## src/sacl_queue.sv

```systemverilog
// ----------------------------------------------------------------------------
// Set-associative cache LRU lookup: decoupling queue
// Two-entry FIFO between the front end and the lookup back end.
// ----------------------------------------------------------------------------
module sacl_queue #(
  parameter int unsigned DW = 38
) (
  input  logic          clk_i,
  input  logic          rst_ni,
  input  logic          push_valid_i,
  output logic          push_ready_o,
  input  logic [DW-1:0] push_data_i,
  output logic          pop_valid_o,
  input  logic          pop_ready_i,
  output logic [DW-1:0] pop_data_o
);

  logic [DW-1:0] mem_q [2];
  logic          wp_q, rp_q;
  logic [1:0]    cnt_q;
  logic          do_push, do_pop;

  assign push_ready_o = (cnt_q != 2'd2);
  assign pop_valid_o  = (cnt_q != 2'd0);
  assign pop_data_o   = mem_q[rp_q];
  assign do_push      = push_valid_i && push_ready_o;
  assign do_pop       = pop_valid_o && pop_ready_i;

  always_ff @(posedge clk_i or negedge rst_ni) begin
    if (!rst_ni) begin
      wp_q  <= 1'b0;
      rp_q  <= 1'b0;
      cnt_q <= 2'd0;
    end else begin
      if (do_push) begin
        wp_q <= !wp_q;
      end
      if (do_pop) begin
        rp_q <= !rp_q;
      end
      if (do_push && !do_pop) begin
        cnt_q <= cnt_q + 2'd1;
      end else if (do_pop && !do_push) begin
        cnt_q <= cnt_q - 2'd1;
      end
    end
  end

  always_ff @(posedge clk_i) begin
    if (do_push) begin
      mem_q[wp_q] <= push_data_i;
    end
  end

endmodule

```

## config.mk

```make
export PLATFORM = sky130hd
export DESIGN_NAME = sacl_queue
export DESIGN_NICKNAME = d
export VERILOG_FILES = /design/src/sacl_queue.sv
export SDC_FILE = /design/constraint.sdc
export NUM_CORES = 1
export LEC_CHECK = 0
export ABC_AREA = 0
export BUFFER_PORTS_ARGS = -buffer_cell sky130_fd_sc_hd__buf_4
export CELL_PAD_IN_SITES_DETAIL_PLACEMENT = 0
export CELL_PAD_IN_SITES_GLOBAL_PLACEMENT = 1
export CORE_MARGIN = 5
export CORE_UTILIZATION = 40
export DETAILED_ROUTE_END_ITERATION = 8
export GPL_TIMING_DRIVEN = 1
export HOLD_SLACK_MARGIN = 0.05
export PLACE_DENSITY = 0.69
export SYNTH_ARGS = -nofsm -noshare
export SYNTH_HDL_FRONTEND = slang
export SYNTH_SLANG_ARGS = --single-unit
```

## constraint.sdc

```tcl
create_clock -name clk_i -period 3.51 [get_ports clk_i]
set_clock_uncertainty 0.2 [all_clocks]
set_input_delay 0.702 -clock clk_i [delete_from_list [all_inputs] [get_ports clk_i]]
set_output_delay 0.702 -clock clk_i [all_outputs]
set_load 0.02 [all_outputs]
```

==> run_results.csv <==
group,metric,value,unit
synth,synth.top_cell.area_share,76.5,%
clock_tree,ctsLongestPathBuffers,2,
clock_tree,cts_sinks,80,
synth,ys_seq_area_share,79.9,%
synth,syn_area,2980,µm²
die,die-area,9280,µm²
power_and_ir_drop,power.internal,2.22,mW
sta,fin_crit_sh,82.1,%
routing,viasPerCell,4.49,
setup_path,path_max_fanout,35,
power_and_ir_drop,p_comb_share,36.1,%
sta,timing.fmax,347,MHz
cells_and_area,fin_util,53.9,%
cells_and_area,areaGrowthSynthToFinish,31.1,%
routing,antenna_left,0,
clock_tree,clk_pin_slew,0.08,ns
sta,rsz0062_at_grt,"no",
job,max_cap_violations,0,
cells_and_area,fill_cells,599,
global_routing,grt_pass1_vias,1623,
routing,drt_first_pass_iters,4,
sta,period_minus_slack,2.88,ns
power_and_ir_drop,seq_power_share,44.6,%
synth,syn_avg_cell_area,21.9,µm²
clock_tree,cts_buffers,9,
placement,place.gp.congestion,0.699,
power_and_ir_drop,switching_share,31.8,%
routing,finalWirelength,5120,µm
die,rows,31,
sta,setup_viol,0,
clock_tree,cts_resized,0,
worst_hold_path,min_path_cells,1,
die,die_y,96.4,µm
outcome,status,"finished clean",
global_routing,grt_util_all_layers,11.6,%
clock_tree,cts_tree,"done",
sta,maxSlewHeadroom,38.7,%
clock_tree,insertion_delay,0.33,ns
power_and_ir_drop,ir_worst_vdd,518,µV
placement,io_buffers,81,
synth,synthDistinctLibCells,16,
routing,routedWlPerCell,15.4,µm
sta,max_slew.worst_pin.slew,0.920,ns
synth,syn-num-nets,179,
cells_and_area,final_cell_mix,"85 x buf_4, 76 x edfxtp_1, 28 x mux2_2",
power_and_ir_drop,powerDensity,832,nW/µm²
power_and_ir_drop,leakage,1.50,nW
global_routing,grt_max_degree,39,
clock_tree,htreeDepth,3,
global_routing,antenna_found_initial,0,
power_and_ir_drop,p_sw,1.04,mW
synth,ys_top_cells_by_area,"edfxtp_1 77%, mux2_2 11%, mux2_4 5.0%, dfrtp_1 3.4%, xnor2_1 0.88%",
setup_path,cp.arrival,1.98,ns
cells_and_area,antenna_cells,0,
setup_path,endpoint_kind,"primary output",
sta,maxSlewViolCount,0,
cells_and_area,drive_above_1_share,59.8,%
cells_and_area,fin_nets,272,
die,die_w,96.4,µm
routing,vias,1495,
synth,syn_inst,136,
global_routing,grt_overflow_total,0,
die,coreArea,7250,µm²
global_routing,grt_pass1_wl,7890,µm
setup_path,path_class,"register to primary output",
synth,yosysTopAreaCell,"edfxtp_1",
die,initial_utilization,41.1,%
die,pin_count,82,
routing,drt_iter0_markers,50,
cells_and_area,final_common_cell,"buf_4",
sta,final_hold_viol_count,0,
setup_path,cp_data_required_time,2.61,ns
clock_tree,root_buffer,"clkbuf_8",
synth,synth-seq-cells,80,
synth,ys.warnings.count,0,
setup_path,start_kind,"register",
worst_hold_path,min_path_type,"register to register",
routing,drc,0,
setup_path,r2r_cells,4,
power_and_ir_drop,p_clk_share,19.3,%
sta,tns,0,ns
==> Yosys cell counts <==
cell / count
ha_1: 1
xnor2_1: 3
nor2_1: 2
mux2_2: 28
xor2_1: 2
or2_1: 1
buf_6: 1
dfrtp_1: 4
and3_1: 1
buf_4: 2
nand2_1: 2
edfxtp_1: 76
mux2_4: 10
nand2b_1: 1
inv_1: 1
buf_8: 1
==> per-stage QoR <==
step	worst slack, ns	cells	power (mW)	cell area, µm²	hold WS, ns
floorplan	0.475	136	2.21	2980	0.206
global placement	0.956	316	2.66	3710	0.292
finish	0.629	333	3.25	3910	0.306
global route	0.511	333	3.43	3910	0.327
CTS	0.576	333	3.31	3910	0.309
detailed placement	0.951	316	2.68	3710	0.291
==> critical path, cell delays in order, from the launching register on <==
cell and delay, ns:
dfrtp_2 0.93, buf_4 0.27, mux2_4 0.30, buf_4 0.16
==> worst paths after layout <==
check / from / endpoint / slack (ns)
hold / removal: cnt_q[1]$_DFFE_PN0P_ / cnt_q[1]$_DFFE_PN0P_ / 0.31
setup / recovery: rp_q$_DFFE_PN0P_ / pop_data_o[13] / 0.63
max in group asynchronous: rst_ni / rp_q$_DFFE_PN0P_ / 2.50
min in group asynchronous: rst_ni / wp_q$_DFFE_PN0P_ / 0.49
setup reg to reg: cnt_q[0]$_DFFE_PN0P_ / mem_q[0][22]$_DFFE_PP_ / 1.45
hold reg to reg: cnt_q[1]$_DFFE_PN0P_ / cnt_q[1]$_DFFE_PN0P_ / 0.31
==> metal layers <==
layer / up-vias / part of all wire [%] / track usage [%]
met3: 6 / 8.5 / 3.83
met5: - / 0 / 0
met2: 61 / 47 / 18.0
li1: 714 / - / -
met4: 0 / 0.98 / 5.26
met1: 714 / 44 / 14.9
==> cells by family (layout without fill, tap and decap cells) <==
logic type	Yosys count	count (layout)	synth area share, %
xor+xnor	5	5	1.47
fa+ha+maj	1	1	0.419
buf+inv	5	103	1.51
flops	80	80	79.9
mux	38	38	15.6
simple gates	7	7	1.13
==> registers in the layout, summed over array words and instances (netlist names) <==
name   flops
wp_q       1
cnt_q      2
mem_q     76
rp_q       1
==> power by group through the flow <==
stage	Sequential, mW	Combinational [mW]	Clock, mW
floorplan	1.38	0.828	0
global placement	1.47	1.19	0
detailed placement	1.48	1.20	0
CTS	1.46	1.20	0.652
global route	1.48	1.26	0.691
finish	1.45	1.18	0.629
==> repair_timing <==
item / in CTS / in global routing
setup buffers: 0 / 0
endpoints found under the hold margin: 4 / 0
hold buffers: 1 / 0
==> area by class of cell <==
class | instances | area [µm²] | share of cell area, %
tap | 99 | 124 | 3.17
sequential | 80 | 2380 | 61.0
clock buffer | 9 | 124 | 3.17
multi-input combinational | 51 | 564 | 14.4
inverter | 1 | 3.75 | 0.0960
timing repair buffer | 86 | 648 | 16.6
clock inverter | 7 | 62.6 | 1.60
(Power assumes the default switching activity.)
