==> config.mk <==
export PLATFORM = sky130hd
export DESIGN_NAME = sacl_front
export DESIGN_NICKNAME = d
export VERILOG_FILES = /design/src/sacl_pkg.sv /design/src/sacl_front.sv
export SDC_FILE = /design/constraint.sdc
export NUM_CORES = 1
export LEC_CHECK = 0
export BUFFER_PORTS_ARGS = -buffer_cell sky130_fd_sc_hd__buf_2
export CELL_PAD_IN_SITES_DETAIL_PLACEMENT = 1
export CELL_PAD_IN_SITES_GLOBAL_PLACEMENT = 2
export CORE_MARGIN = 8
export CORE_UTILIZATION = 31
export DETAILED_ROUTE_END_ITERATION = 7
export GPL_TIMING_DRIVEN = 0
export PLACE_DENSITY_LB_ADDON = 0.12
export SYNTH_ARGS = -nofsm -noshare
export SYNTH_HDL_FRONTEND = slang
export SYNTH_SLANG_ARGS = --single-unit
==> constraint.sdc <==
create_clock -name clk_i -period 4.9 [get_ports clk_i]
set_input_delay 0.98 -clock clk_i [delete_from_list [all_inputs] [get_ports clk_i]]
set_output_delay 0.98 -clock clk_i [all_outputs]
set_load 0.005 [all_outputs]
==> src/sacl_pkg.sv <==
// ----------------------------------------------------------------------------
// Set-associative cache LRU lookup: shared definitions
// Widths of the stream fields and the layout of one result item.
// ----------------------------------------------------------------------------
package sacl_pkg;

  localparam int unsigned ADDR_W      = 32;
  localparam int unsigned WAY_OUT_W   = 2;
  localparam int unsigned M_TDATA_W   = 8;
  localparam int unsigned RES_W       = WAY_OUT_W + 1;

  // One result item, hit in the lowest bit.
  typedef struct packed {
    logic [WAY_OUT_W-1:0] way_used;
    logic                 hit;
  } res_t;

endpackage

==> src/sacl_front.sv <==
// ----------------------------------------------------------------------------
// Set-associative cache LRU lookup: front end
// Accepts addresses and works out the set index before handing them on.
// ----------------------------------------------------------------------------
module sacl_front #(
  parameter int unsigned NUM_SETS = 64,
  parameter int unsigned SB       = 6
) (
  input  logic                        clk_i,
  input  logic                        rst_ni,
  input  logic                        en_i,
  input  logic                        s_axis_tvalid,
  output logic                        s_axis_tready,
  input  logic [sacl_pkg::ADDR_W-1:0] s_axis_tdata,   // [31:0] address
  output logic                        push_valid_o,
  input  logic                        push_ready_i,
  output logic [sacl_pkg::ADDR_W-1:0] push_addr_o,
  output logic [SB-1:0]               push_set_o
);

  localparam int unsigned AW       = sacl_pkg::ADDR_W;
  localparam bit          POW2     = (NUM_SETS & (NUM_SETS - 1)) == 0;
  localparam int unsigned LOG_SETS = $clog2(NUM_SETS);
  // Scaled reciprocal of the set count, exact for every 32-bit address. When
  // the count is not a power of two it lies between 2^32 and 2^33, so only
  // the low word is multiplied and the 2^32 part is added back.
  localparam logic [63:0]   RECIP    = ((64'd1 << (AW + LOG_SETS)) + 64'(NUM_SETS) - 64'd1)
                                       / 64'(NUM_SETS);
  localparam logic [AW-1:0] RECIP_LO = RECIP[AW-1:0];
  localparam logic [AW-1:0] SETS_W   = AW'(NUM_SETS);
  localparam logic [AW-1:0] SET_MASK = AW'(NUM_SETS - 1);

  typedef enum logic [1:0] {
    ST_IDLE,
    ST_MUL,
    ST_QUO,
    ST_REM
  } state_e;

  state_e          state_q, state_d;
  logic            fv_q, fv_d;
  logic [AW-1:0]   addr_q, addr_d;
  logic [2*AW-1:0] prod_q, prod_d;
  logic [AW-1:0]   quo_q, quo_d;
  logic [SB-1:0]   set_q, set_d;
  logic [AW:0]     quo_sum;
  logic [AW-1:0]   rem;
  logic            accept;

  assign s_axis_tready = en_i && (state_q == ST_IDLE) && (!fv_q || push_ready_i);
  assign accept        = s_axis_tvalid && s_axis_tready;
  assign push_valid_o  = fv_q;
  assign push_addr_o   = addr_q;
  assign push_set_o    = set_q;

  // Remainder by reciprocal multiplication: the quotient comes from the high
  // word of the product, the remainder from one multiply-subtract.
  always_comb begin
    quo_sum = {1'b0, addr_q} + {1'b0, prod_q[2*AW-1:AW]};
    rem     = addr_q - quo_q * SETS_W;
  end

  always_comb begin
    state_d = state_q;
    fv_d    = fv_q;
    addr_d  = addr_q;
    prod_d  = prod_q;
    quo_d   = quo_q;
    set_d   = set_q;
    if (fv_q && push_ready_i) begin
      fv_d = 1'b0;
    end
    unique case (state_q)
      ST_IDLE: begin
        if (accept) begin
          addr_d = s_axis_tdata;
          if (POW2) begin
            set_d = SB'(s_axis_tdata & SET_MASK);
            fv_d  = 1'b1;
          end else begin
            state_d = ST_MUL;
          end
        end
      end
      ST_MUL: begin
        prod_d  = (2 * AW)'(addr_q) * (2 * AW)'(RECIP_LO);
        state_d = ST_QUO;
      end
      ST_QUO: begin
        quo_d   = AW'(quo_sum >> LOG_SETS);
        state_d = ST_REM;
      end
      ST_REM: begin
        set_d   = rem[SB-1:0];
        fv_d    = 1'b1;
        state_d = ST_IDLE;
      end
      default: state_d = ST_IDLE;
    endcase
  end

  always_ff @(posedge clk_i or negedge rst_ni) begin
    if (!rst_ni) begin
      state_q <= ST_IDLE;
      fv_q    <= 1'b0;
    end else begin
      state_q <= state_d;
      fv_q    <= fv_d;
    end
  end

  always_ff @(posedge clk_i) begin
    addr_q <= addr_d;
    prod_q <= prod_d;
    quo_q  <= quo_d;
    set_q  <= set_d;
  end

endmodule

==> impl_metrics.xml <==
<?xml version="1.0" encoding="UTF-8"?>
<metrics>
  <group name="run_status">
    <metric name="run_status" unit="">complete, no violations</metric>
  </group>
  <group name="detailed_routing">
    <metric name="drc" unit="">0</metric>
    <metric name="detail_route.first_pass.iterations" unit="">2</metric>
    <metric name="detail_route.wirelength" unit="um">3384</metric>
    <metric name="post_drt_wl_per_cell" unit="um">16.84</metric>
    <metric name="drt_iter0_drc" unit="">64</metric>
    <metric name="routed_via_density" unit="">4.353</metric>
    <metric name="antenna_violating_nets_post_route" unit="">0</metric>
    <metric name="num_vias" unit="">875</metric>
  </group>
  <group name="worst_setup_path">
    <metric name="cp.arrival" unit="ns">1.55</metric>
    <metric name="crit_buf_inv" unit="">2</metric>
    <metric name="timing.critical_path.max_delay_family" unit="">simple AND/OR/NAND/NOR gates</metric>
    <metric name="timing.critical_path.mode_cell" unit="">sky130_fd_sc_hd__buf_2</metric>
    <metric name="critical_path.max_fanout" unit="">4</metric>
    <metric name="cp-end-kind" unit="">output pin</metric>
    <metric name="crit_path_kind" unit="">primary input to output pin</metric>
    <metric name="cp-start-kind" unit="">primary input</metric>
    <metric name="data_required_critical_path" unit="ns">3.92</metric>
    <metric name="critical-path-slowest-cell" unit="">sky130_fd_sc_hd__and3_2</metric>
    <metric name="slowest_delay" unit="ns">0.20</metric>
    <metric name="timing.critical_path.cells" unit="">buf_2, nand2b_4, and3_2, buf_2</metric>
  </group>
  <group name="power">
    <metric name="static-leakage-power" unit="nW">0.8516</metric>
    <metric name="p_sw_share" unit="%">20.45</metric>
    <metric name="total_switching_power" unit="W">0.0001334</metric>
    <metric name="share_seq_of_total_power" unit="%">61.8</metric>
    <metric name="power.clock.fraction" unit="%">31.4</metric>
    <metric name="peakVddDrop" unit="mV">0.1107</metric>
    <metric name="power_per_cell_area" unit="nW/um^2">334.0</metric>
    <metric name="power_share_of_the_combinational_group" unit="%">6.8</metric>
    <metric name="intPower" unit="W">0.0005190</metric>
  </group>
  <group name="clock_tree">
    <metric name="root_buffer" unit="">sky130_fd_sc_hd__clkbuf_8</metric>
    <metric name="htreeDepth" unit="">2</metric>
    <metric name="cts_made_buffers" unit="">5</metric>
    <metric name="clockBufferDepth" unit="">2</metric>
    <metric name="clk-insertion-delay-late" unit="ns">0.29</metric>
    <metric name="clk_sink_count" unit="">41</metric>
    <metric name="clkTransAtPathRegs" unit="ns">0.07</metric>
    <metric name="cts_tree" unit="">yes</metric>
    <metric name="cts.repair_timing.setup_buffer_count" unit="">0</metric>
    <metric name="cts_hold_buf" unit="">0</metric>
    <metric name="post_cts_resize_count" unit="">0</metric>
  </group>
  <group name="grt">
    <metric name="grt_pass1_vias" unit="">956</metric>
    <metric name="gr-usage-all-layers" unit="%">9.770</metric>
    <metric name="global_route_wire_length_before_repair" unit="um">5409</metric>
    <metric name="sum_of_overflow_across_all_layers_after_global_routing" unit="">0</metric>
    <metric name="grt_antenna_before_repair" unit="">0</metric>
    <metric name="pin_count_of_the_biggest_net_entering_global_routing" unit="">34</metric>
  </group>
  <group name="logic_synthesis">
    <metric name="post_synth_instance_area" unit="sq um">1431</metric>
    <metric name="postSynthRegisterBits" unit="">41</metric>
    <metric name="ys_seq_area_share" unit="%">84.97</metric>
    <metric name="synth.area.top_cells" unit="">sky130_fd_sc_hd__edfxtp_1 (80%), sky130_fd_sc_hd__mux2_2 (5.5%), sky130_fd_sc_hd__dfrtp_1 (5.2%)</metric>
    <metric name="ys_types" unit="">15</metric>
    <metric name="syn-mean-instance-area" unit="sq um">21.69</metric>
    <metric name="synthesis.yosys.warnings" unit="">0</metric>
    <metric name="synth_top_cell_area_share" unit="%">79.72</metric>
    <metric name="synth_nets" unit="">107</metric>
    <metric name="synthDominantAreaCellType" unit="">sky130_fd_sc_hd__edfxtp_1</metric>
    <metric name="syn-instance-count" unit="">66</metric>
  </group>
  <group name="sta">
    <metric name="tightest_slew" unit="ns">0.4472</metric>
    <metric name="slew_headroom" unit="%">70.19</metric>
    <metric name="finalSetupViolations" unit="">0</metric>
    <metric name="timing.final.crit_share" unit="%">51.53</metric>
    <metric name="fin_worst_skew" unit="ns">0.004264</metric>
    <metric name="maxSlewViolCount" unit="">0</metric>
    <metric name="max_freq" unit="GHz">0.3960</metric>
    <metric name="grt_setup_unrepaired" unit="">no</metric>
    <metric name="setup_tns" unit="ns">0</metric>
    <metric name="hold_viol_final" unit="">0</metric>
    <metric name="layout_min_cycle_time" unit="ns">2.525</metric>
  </group>
  <group name="die">
    <metric name="floorplan.die_area" unit="sq um">7048</metric>
    <metric name="die-width" unit="um">83.95</metric>
    <metric name="area_of_the_core_region" unit="sq um">4414</metric>
    <metric name="placement_rows" unit="">24</metric>
    <metric name="initial_util" unit="%">32.43</metric>
    <metric name="boundaryPins" unit="">77</metric>
    <metric name="die_height" unit="um">83.95</metric>
  </group>
  <group name="layout">
    <metric name="multiInputGateArea" unit="sq um">198.9</metric>
    <metric name="most-common-layout-cells" unit="">sky130_fd_sc_hd__buf_2 (77), sky130_fd_sc_hd__edfxtp_1 (38), sky130_fd_sc_hd__mux2_2 (7)</metric>
    <metric name="final_common_cell" unit="">sky130_fd_sc_hd__buf_2</metric>
    <metric name="finalCoreUtilization" unit="%">44.25</metric>
    <metric name="register_area" unit="sq um">1216</metric>
    <metric name="final_layout_size_suffix_gt1_share" unit="%">61.74</metric>
    <metric name="fin_nets" unit="">190</metric>
    <metric name="layout.filler_cells" unit="">473</metric>
    <metric name="antennaDiodeCount" unit="">0</metric>
    <metric name="layout-area-overhead-vs-synth" unit="%">36.45</metric>
  </group>
  <group name="place">
    <metric name="placement.io_buffers" unit="">76</metric>
    <metric name="routability_cong" unit="">0.6787</metric>
    <metric name="dp_hpwl" unit="um">2602</metric>
  </group>
  <group name="hold_path">
    <metric name="hp-class" unit="">primary input to async pin</metric>
  </group>
  <group name="flow_run">
    <metric name="maxCapViolCount" unit="">0</metric>
  </group>
</metrics>
## state kept, by name, indices dropped and copies added, names as in the netlist
register	cells
push_addr_o	32
state_q	2
push_set_o	6
push_valid_o	1
## power groups by stage
stage / Sequential, W / Combinational, W / Clock (W)
after floorplan: 0.000414 / 0.0000110 / 0
after global placement: 0.000411 / 0.0000447 / 0
after detailed placement: 0.000411 / 0.0000462 / 0
after CTS: 0.000404 / 0.0000463 / 0.000210
after global routing: 0.000405 / 0.0000497 / 0.000226
final: 0.000403 / 0.0000443 / 0.000205
## worst paths after layout
check | startpoint | endpoint | slack (ns) | cells after the start
worst max-delay path | push_ready_i | s_axis_tready | 2.37 | 4
max in group asynchronous | rst_ni | state_q[1]$_DFFE_PN0P_ | 4.32 | 1
min in group clk_i | push_valid_o$_DFF_PN0_ | push_valid_o$_DFF_PN0_ | 0.59 | 2
worst max register to register | state_q[0]$_DFFE_PN0P_ | push_set_o[0]$_DFFE_PP_ | 2.96 | 4
worst min-delay path | rst_ni | push_valid_o$_DFF_PN0_ | 0.47 | 1
worst min register to register | push_valid_o$_DFF_PN0_ | push_valid_o$_DFF_PN0_ | 0.59 | 2
## synth_stat cells, drive strengths merged
cell     count
and4         1
buf          1
edfxtp      38
mux2         7
ha           4
a21o         1
nand2b       1
inv          3
and3         1
o21ai        1
nor2         1
a2bb2oi      1
dfrtp        3
a21oi        1
nand2        2
## final cells by class
class / count / share of cell area, %
sequential: 41 / 62.27
tap: 52 / 3.331
buffer: 1 / 0.2562
clock buffer: 6 / 3.716
multi-input combinational: 21 / 10.19
clock inverter: 1 / 0.1922
inverter: 3 / 0.5766
timing repair buffer: 76 / 19.47
## layer usage
layer  global-route usage [%]  vias up  wire, um
met1                    10.68      412      1374
met4                    3.925        0        63
met3                    5.469        7       296
met5                        0        -         0
met2                    15.30       42      1649
li1                         -      414         -
## cells by family (layout without fill, tap and decap cells)
logic type                 count (synthesis)  in the layout  share of synthesized area [%]
adders and majority gates                  4              4                          3.497
muxes                                      7              7                          5.507
buffers and inverters                      4             87                          1.136
and+or+nand+nor                            6              6                          3.059
DFF                                       41             41                          84.96
AOI/OAI and AO/OA                          4              4                          1.835
## metrics by stage
step                      hold slack, ns  setup WS (ns)  cells  power (W)  area [sq um]
after floorplan                   0.5253          2.607     66  0.0004247          1431
after CTS                         0.4671          2.368    201  0.0006596          1953
after detailed placement          0.5715          2.368    194  0.0004576          1877
final                             0.4719          2.375    201  0.0006524          1953
after global placement            0.5571          2.374    194  0.0004556          1877
after global routing              0.4558          2.347    201  0.0006810          1953
No activity file was read; power rests on OpenSTA's default activity.
